[src/jeo_pkg.sv]
`default_nettype none
package jeo_pkg;

    localparam int JEO_MAX_PEOPLE = 64;
    localparam int FIELD_W        = 7;

    typedef enum logic [1:0] {
        ST_IDLE,
        ST_FILL,
        ST_PRIME,
        ST_WALK
    } t_state;

endpackage
`default_nettype wire

[src/josephus_elimination_order.sv]
`default_nettype none
// Josephus elimination order.
// Input transaction: start with i_circle_size and i_step_count, taken at a
// rising edge where start is high and busy is low. A size of zero counts as
// one, a size above MAX_PEOPLE as MAX_PEOPLE, a step of zero as one.
// Results: one transaction per person, o_valid high for exactly one cycle
// with o_person, o_order_index and o_is_last; the final survivor comes last
// with o_is_last set. The receiver cannot stall; results are never held.
// Timing: after acceptance the alive table is refilled in ST_FILL, ST_PRIME
// primes the table read, then the walk visits one circle position per
// cycle (a single RAM read port and one counter compare). Empty places are
// walked too. busy stays high for the whole request; the next request can be
// taken in the cycle that shows the last result.
// Reset: synchronous, active low; returns to idle with no result pending.
module josephus_elimination_order #(
    parameter int MAX_PEOPLE = jeo_pkg::JEO_MAX_PEOPLE
) (
    input  wire logic                        i_clk,
    input  wire logic                        i_rst_n,
    input  wire logic                        start,
    output logic                             busy,
    input  wire logic [jeo_pkg::FIELD_W-1:0] i_circle_size,
    input  wire logic [jeo_pkg::FIELD_W-1:0] i_step_count,
    output logic                             o_valid,
    output logic      [jeo_pkg::FIELD_W-1:0] o_person,
    output logic      [jeo_pkg::FIELD_W-1:0] o_order_index,
    output logic                             o_is_last
);

    import jeo_pkg::*;

    localparam int AW = $clog2(MAX_PEOPLE);
    localparam int SW = $clog2(MAX_PEOPLE + 1);
    localparam int PW = SW + FIELD_W;

    t_state             r_state, n_state;
    logic [SW-1:0]      r_size, n_size;
    logic [FIELD_W-1:0] r_step, n_step;
    logic [AW-1:0]      r_cur, n_cur;
    logic [AW-1:0]      r_fill, n_fill;
    logic [FIELD_W-1:0] r_cnt, n_cnt;
    logic [SW-1:0]      r_rem, n_rem;
    logic [SW-1:0]      r_pos, n_pos;
    logic               r_valid, n_valid;
    logic [FIELD_W-1:0] r_person, n_person;
    logic [FIELD_W-1:0] r_index, n_index;
    logic               r_last, n_last;

    logic               ram_we;
    logic [AW-1:0]      ram_waddr;
    logic               ram_wdata;
    logic [AW-1:0]      ram_raddr;
    logic               ram_rdata;

    logic [FIELD_W-1:0] size_nz;
    logic [FIELD_W-1:0] step_nz;
    logic [AW-1:0]      last_addr;
    logic [AW-1:0]      next_cur;
    logic [PW-1:0]      person_ext;
    logic [PW-1:0]      pos_ext;

    jeo_ram #(
        .WIDTH (1),
        .DEPTH (MAX_PEOPLE)
    ) u_alive (
        .i_clk   (i_clk),
        .i_we    (ram_we),
        .i_waddr (ram_waddr),
        .i_wdata (ram_wdata),
        .i_raddr (ram_raddr),
        .o_rdata (ram_rdata)
    );

    assign busy          = (r_state != ST_IDLE);
    assign o_valid       = r_valid;
    assign o_person      = r_person;
    assign o_order_index = r_index;
    assign o_is_last     = r_last;

    assign size_nz    = (i_circle_size == '0) ? FIELD_W'(1) : i_circle_size;
    assign step_nz    = (i_step_count == '0) ? FIELD_W'(1) : i_step_count;
    assign last_addr  = AW'(r_size - SW'(1));
    assign next_cur   = (r_cur == last_addr) ? '0 : r_cur + AW'(1);
    assign person_ext = PW'(r_cur) + PW'(1);
    assign pos_ext    = PW'(r_pos) + PW'(1);

    // next state
    always_comb begin
        n_state = r_state;
        case (r_state)
            ST_IDLE: begin
                if (start) begin
                    n_state = ST_FILL;
                end
            end
            ST_FILL: begin
                if (r_fill == last_addr) begin
                    n_state = ST_PRIME;
                end
            end
            ST_PRIME: begin
                n_state = ST_WALK;
            end
            ST_WALK: begin
                if (ram_rdata && r_rem == SW'(1)) begin
                    n_state = ST_IDLE;
                end
            end
            default: begin
                n_state = ST_IDLE;
            end
        endcase
    end

    // datapath and table access
    always_comb begin
        n_size    = r_size;
        n_step    = r_step;
        n_cur     = r_cur;
        n_fill    = r_fill;
        n_cnt     = r_cnt;
        n_rem     = r_rem;
        n_pos     = r_pos;
        n_valid   = 1'b0;
        n_person  = r_person;
        n_index   = r_index;
        n_last    = r_last;
        ram_we    = 1'b0;
        ram_waddr = r_fill;
        ram_wdata = 1'b1;
        ram_raddr = '0;
        case (r_state)
            ST_IDLE: begin
                if (start) begin
                    if (int'(size_nz) > MAX_PEOPLE) begin
                        n_size = SW'(MAX_PEOPLE);
                    end else begin
                        n_size = SW'(size_nz);
                    end
                    n_step = step_nz;
                    n_fill = '0;
                end
            end
            ST_FILL: begin
                ram_we = 1'b1;
                n_fill = r_fill + AW'(1);
                n_cur  = '0;
                n_cnt  = FIELD_W'(1);
                n_rem  = r_size;
                n_pos  = '0;
            end
            ST_PRIME: begin
                ram_raddr = '0;
            end
            ST_WALK: begin
                ram_raddr = next_cur;
                n_cur     = next_cur;
                if (ram_rdata) begin
                    if (r_rem == SW'(1)) begin
                        n_valid  = 1'b1;
                        n_person = person_ext[FIELD_W-1:0];
                        n_index  = pos_ext[FIELD_W-1:0];
                        n_last   = 1'b1;
                        n_pos    = pos_ext[SW-1:0];
                    end else if (r_cnt == r_step) begin
                        ram_we    = 1'b1;
                        ram_waddr = r_cur;
                        ram_wdata = 1'b0;
                        n_valid   = 1'b1;
                        n_person  = person_ext[FIELD_W-1:0];
                        n_index   = pos_ext[FIELD_W-1:0];
                        n_last    = 1'b0;
                        n_pos     = pos_ext[SW-1:0];
                        n_rem     = r_rem - SW'(1);
                        n_cnt     = FIELD_W'(1);
                    end else begin
                        n_cnt = r_cnt + FIELD_W'(1);
                    end
                end
            end
            default: begin
                n_valid = 1'b0;
            end
        endcase
    end

    always_ff @(posedge i_clk) begin
        if (!i_rst_n) begin
            r_state <= ST_IDLE;
            r_valid <= 1'b0;
            r_cur   <= '0;
            r_cnt   <= FIELD_W'(1);
            r_rem   <= '0;
        end else begin
            r_state <= n_state;
            r_valid <= n_valid;
            r_cur   <= n_cur;
            r_cnt   <= n_cnt;
            r_rem   <= n_rem;
        end
    end

    always_ff @(posedge i_clk) begin
        r_size   <= n_size;
        r_step   <= n_step;
        r_fill   <= n_fill;
        r_pos    <= n_pos;
        r_person <= n_person;
        r_index  <= n_index;
        r_last   <= n_last;
    end

`ifndef SYNTH
    a_no_result_in_setup: assert property (@(posedge i_clk) disable iff (!i_rst_n)
        (r_state == ST_FILL || r_state == ST_PRIME) |-> !o_valid)
        else $error("result during table refill");

    a_last_ends_run: assert property (@(posedge i_clk) disable iff (!i_rst_n)
        (o_valid && o_is_last) |-> !busy)
        else $error("survivor shown while still busy");

    a_start_fills: assert property (@(posedge i_clk) disable iff (!i_rst_n)
        (start && !busy) |=> (r_state == ST_FILL))
        else $error("accepted transaction did not start refill");

    a_remaining_range: assert property (@(posedge i_clk) disable iff (!i_rst_n)
        (r_state == ST_WALK) |-> (r_rem >= SW'(1) && r_rem <= r_size))
        else $error("remaining count out of range");

    a_cursor_range: assert property (@(posedge i_clk) disable iff (!i_rst_n)
        (r_state == ST_WALK) |-> (SW'(r_cur) < r_size))
        else $error("cursor outside circle");
`endif

endmodule
`default_nettype wire

[src/jeo_ram.sv]
`default_nettype none
module jeo_ram #(
    parameter int WIDTH = 1,
    parameter int DEPTH = 64
) (
    input  wire logic                     i_clk,
    input  wire logic                     i_we,
    input  wire logic [$clog2(DEPTH)-1:0] i_waddr,
    input  wire logic [WIDTH-1:0]         i_wdata,
    input  wire logic [$clog2(DEPTH)-1:0] i_raddr,
    output logic      [WIDTH-1:0]         o_rdata
);

    logic [WIDTH-1:0] r_mem [DEPTH];

    always_ff @(posedge i_clk) begin
        if (i_we) begin
            r_mem[i_waddr] <= i_wdata;
        end
        o_rdata <= r_mem[i_raddr];
    end

endmodule
`default_nettype wire
[config.mk]
export PLATFORM = sky130hd
export DESIGN_NAME = josephus_elimination_order
export DESIGN_NICKNAME = d
export VERILOG_FILES = /design/src/jeo_pkg.sv /design/src/josephus_elimination_order.sv /design/src/jeo_ram.sv
export SDC_FILE = /design/constraint.sdc
export NUM_CORES = 1
export LEC_CHECK = 0
export BUFFER_PORTS_ARGS = -buffer_cell sky130_fd_sc_hd__buf_2
export CAP_MARGIN = 20
export CORE_MARGIN = 2
export CORE_UTILIZATION = 55
export DETAILED_ROUTE_END_ITERATION = 6
export PLACE_DENSITY = 0.74
export SLEW_MARGIN = 20
export SYNTH_ARGS = -nofsm -noshare
export SYNTH_HDL_FRONTEND = slang
export SYNTH_SLANG_ARGS = --single-unit
[constraint.sdc]
create_clock -name i_clk -period 2.42 [get_ports i_clk]
set_input_delay 0.605 -clock i_clk [delete_from_list [all_inputs] [get_ports i_clk]]
set_output_delay 0.605 -clock i_clk [all_outputs]
set_load 0.02 [all_outputs]
==> flow_summary.ini <==
[timing]
maxSlewHeadroom_pct = 55.5
setup_viol = 0
skew_ns = 0.00815
layout_min_cycle_time_ns = 2.35
grt_setup_unrepaired = true
period_share_pct = 97.1
layout_setup_ws_ns = 0.0703
fmax_mhz = 426
finalMaxSlewViolations = 0
hold_violations = 0
fin_hold_ws_ns = 0.372
worstMarginPinSlew_ns = 0.668

[yosys]
synthCells = 558
yosysWarningCount = 0
ys_seq_elements = 130
synth_edf_count = 106
synth_async_sr_flop_share_pct = 0
ys_types = 54
syn_area_sq_mm = 0.00641
synth_ff_type = edfxtp_1
avgSynthCellArea_sq_um = 11.5
seq_area_frac_synth_pct = 57.2
synth_nets = 586

[cts]
htreeDepth = 4
cts_tree = built
cts.sinks = 130
cts_buffers = 17
clk_pin_slew_worst_paths_ns = 0.06
cts_buffer_depth = 2
insertion_delay_ns = 0.42
cts_root_buffer = clkbuf_16

[run]
max_cap_viol_count = 0

[die]
floorplan.initialDensity_pct = 56.1
die_y_microns = 112
coreArea_sq_mm = 0.0114
die_area_sq_mm = 0.0125
rows = 39
die_x_microns = 112
io-pin-count = 34

[route]
wire_per_inst_microns = 18.8
post-route-drc-count = 0
dr.pass1.iters = 6
vias = 4703
viasPerCell = 5.99
detail-route-antenna-nets = 0
wl_mm = 14.8
drtIter0Drc = 416

[setup_path]
crit_arrival_ns = 2.52
path_cells = xor2_1, nor4_2, nand3_2, buf_4, buf_4, buf_4, a31oi_2, nor2_1
critPathRequiredTime_ns = 2.59
cp_top_family = simple AND/OR/NAND/NOR gates
start_kind = register
critPathKind = register to register
crit_slowest_cell = edfxtp_1
cp_max_fo = 8
max_stage_delay_ns = 0.43
end_kind = register
crit_buf_inv = 3
crit_top_cell = buf_4

[cells_and_area]
final_common_cell = edfxtp_1
fin_area_sq_mm = 0.00776
drive_gt1_share_pct = 22.4
syn_to_final_growth_pct = 21.1
diodes = 0
final_nets = 657
final_cell_mix = 106 x edfxtp_1, 93 x nor2_1, 48 x buf_4

[power_and_ir_drop]
ir_drop_mv = 0.527
p_per_area_mw_per_mm2 = 929
leakage_uw = 0.00288

[run_status]
status = finished clean

[placement]
dp_hpwl_mm = 9.88
gp_congestion = 0.924
io_buffer_count = 33
place_area_sq_mm = 0.00699
place_ws_ns = -0.00110

[global_route]
grt_use_total_pct = 24.1
grt_max_degree = 33
grt_pass1_vias = 4414
grt_pass1_wl_mm = 23.2
antenna_found_initial = 0
grt-ovfl-total = 0

[hold_path]
min_path_type = input pin to register
==> where the power goes <==
part / total (uW) / switching (uW) / internal (uW)
combinational: 1680 / 990 / 691
sequential: 2970 / 267 / 2700
clock: 2570 / 934 / 1630
total: 7210 / 2190 / 5020
==> synth_stat cells (3+ instances only) <==
| master | n | share of area (%) |
|---|---|---|
| nand4_1 | 5 | 0.49 |
| nor3_1 | 14 | 1.1 |
| mux4_1 | 8 | 3.3 |
| nor2_1 | 93 | 5.4 |
| mux2_2 | 3 | 0.53 |
| nand2_1 | 39 | 2.3 |
| clkbuf_1 | 25 | 1.5 |
| a21oi_1 | 10 | 0.78 |
| nor4_1 | 4 | 0.39 |
| and2_1 | 21 | 2.1 |
| xnor2_1 | 18 | 2.5 |
| a41oi_1 | 3 | 0.41 |
| a21o_1 | 5 | 0.59 |
| mux4_2 | 6 | 2.1 |
| o21ai_0 | 18 | 1.4 |
| edfxtp_1 | 106 | 50 |
| ha_1 | 11 | 2.1 |
| nor4b_1 | 4 | 0.55 |
| dfxtp_1 | 24 | 7.5 |
| buf_2 | 7 | 0.55 |
| a31oi_1 | 16 | 1.6 |
| inv_1 | 14 | 0.82 |
| nor2b_1 | 14 | 1.4 |
| xor2_1 | 17 | 2.3 |
| o2111ai_1 | 3 | 0.41 |
| nand3_1 | 15 | 1.2 |
| mux2i_1 | 4 | 0.62 |
| o221ai_1 | 3 | 0.41 |
| and3_1 | 5 | 0.49 |
| a21boi_0 | 7 | 0.82 |
| nor3b_1 | 5 | 0.59 |
==> path summary, 6_finish.rpt <==
kind,from,to,slack [ns],cells past startpoint
worst max-delay path,r_step[1],u_alive.r_mem[11],0.07,8
worst min register to register,r_rem[4],r_rem[4],0.49,2
worst min-delay path,i_step_count[6],r_step[6],0.37,1
worst max register to register,r_step[1],u_alive.r_mem[11],0.07,8
==> registers in the layout, summed over array words and instances (netlist names) <==
name	flops
o_is_last	1
o_order_index	7
o_person	7
o_valid	1
r_cnt	7
r_cur	6
r_fill	6
r_pos	7
r_rem	7
r_size	7
r_state	2
r_step	7
u_alive.o_rdata	1
u_alive.r_mem	64
==> cells by family after synthesis <==
| kind of cell | count (synthesis) | synth area share (%) |
|---|---|---|
| AO/OA/AOI/OAI | 80 | 8.34 |
| AND/OR/NAND/NOR | 228 | 17.1 |
| XOR/XNOR | 37 | 5.49 |
| flip-flops | 130 | 57.2 |
| adder cells (fa/ha/maj) | 11 | 2.15 |
| multiplexers | 21 | 6.54 |
| buffers and inverters | 51 | 3.24 |
==> area by class of cell <==
| type | count | area (sq um) |
|---|---|---|
| well taps | 143 | 179 |
| flip-flops and latches | 130 | 3660 |
| multi-input cells | 377 | 2640 |
| fillers | 818 | 3650 |
| repair buffers | 87 | 633 |
| clock inverters | 11 | 136 |
| clock buffers | 21 | 450 |
| inverters | 16 | 60.1 |
==> metrics by stage <==
step	cells	TNS (ns)	power, uW	util, %
after global placement	746	0	4530	61.2
after floorplan	558	0	4030	-
after CTS	779	0	7150	66.6
after detailed placement	746	-0.00110	4590	61.2
final	785	0	7210	68.0
after global routing	785	-0.333	7530	68.0
==> metal layers <==
metal	GRT usage (%)	up-vias	part of all wire (%)
met2	36.9	193	47
met4	9.11	0	2.5
li1	-	2181	-
met1	34.4	2298	44
met3	5.06	31	6.2
met5	0	-	0
==> what timing repair did <==
item,in CTS,in global routing
pin swaps,0,2
resized for setup,3,19
setup buffers,1,5
hold buffers,0,0
gates cloned,0,1
setup endpoints to repair,19,59
No activity file was read; power rests on OpenSTA's default activity.
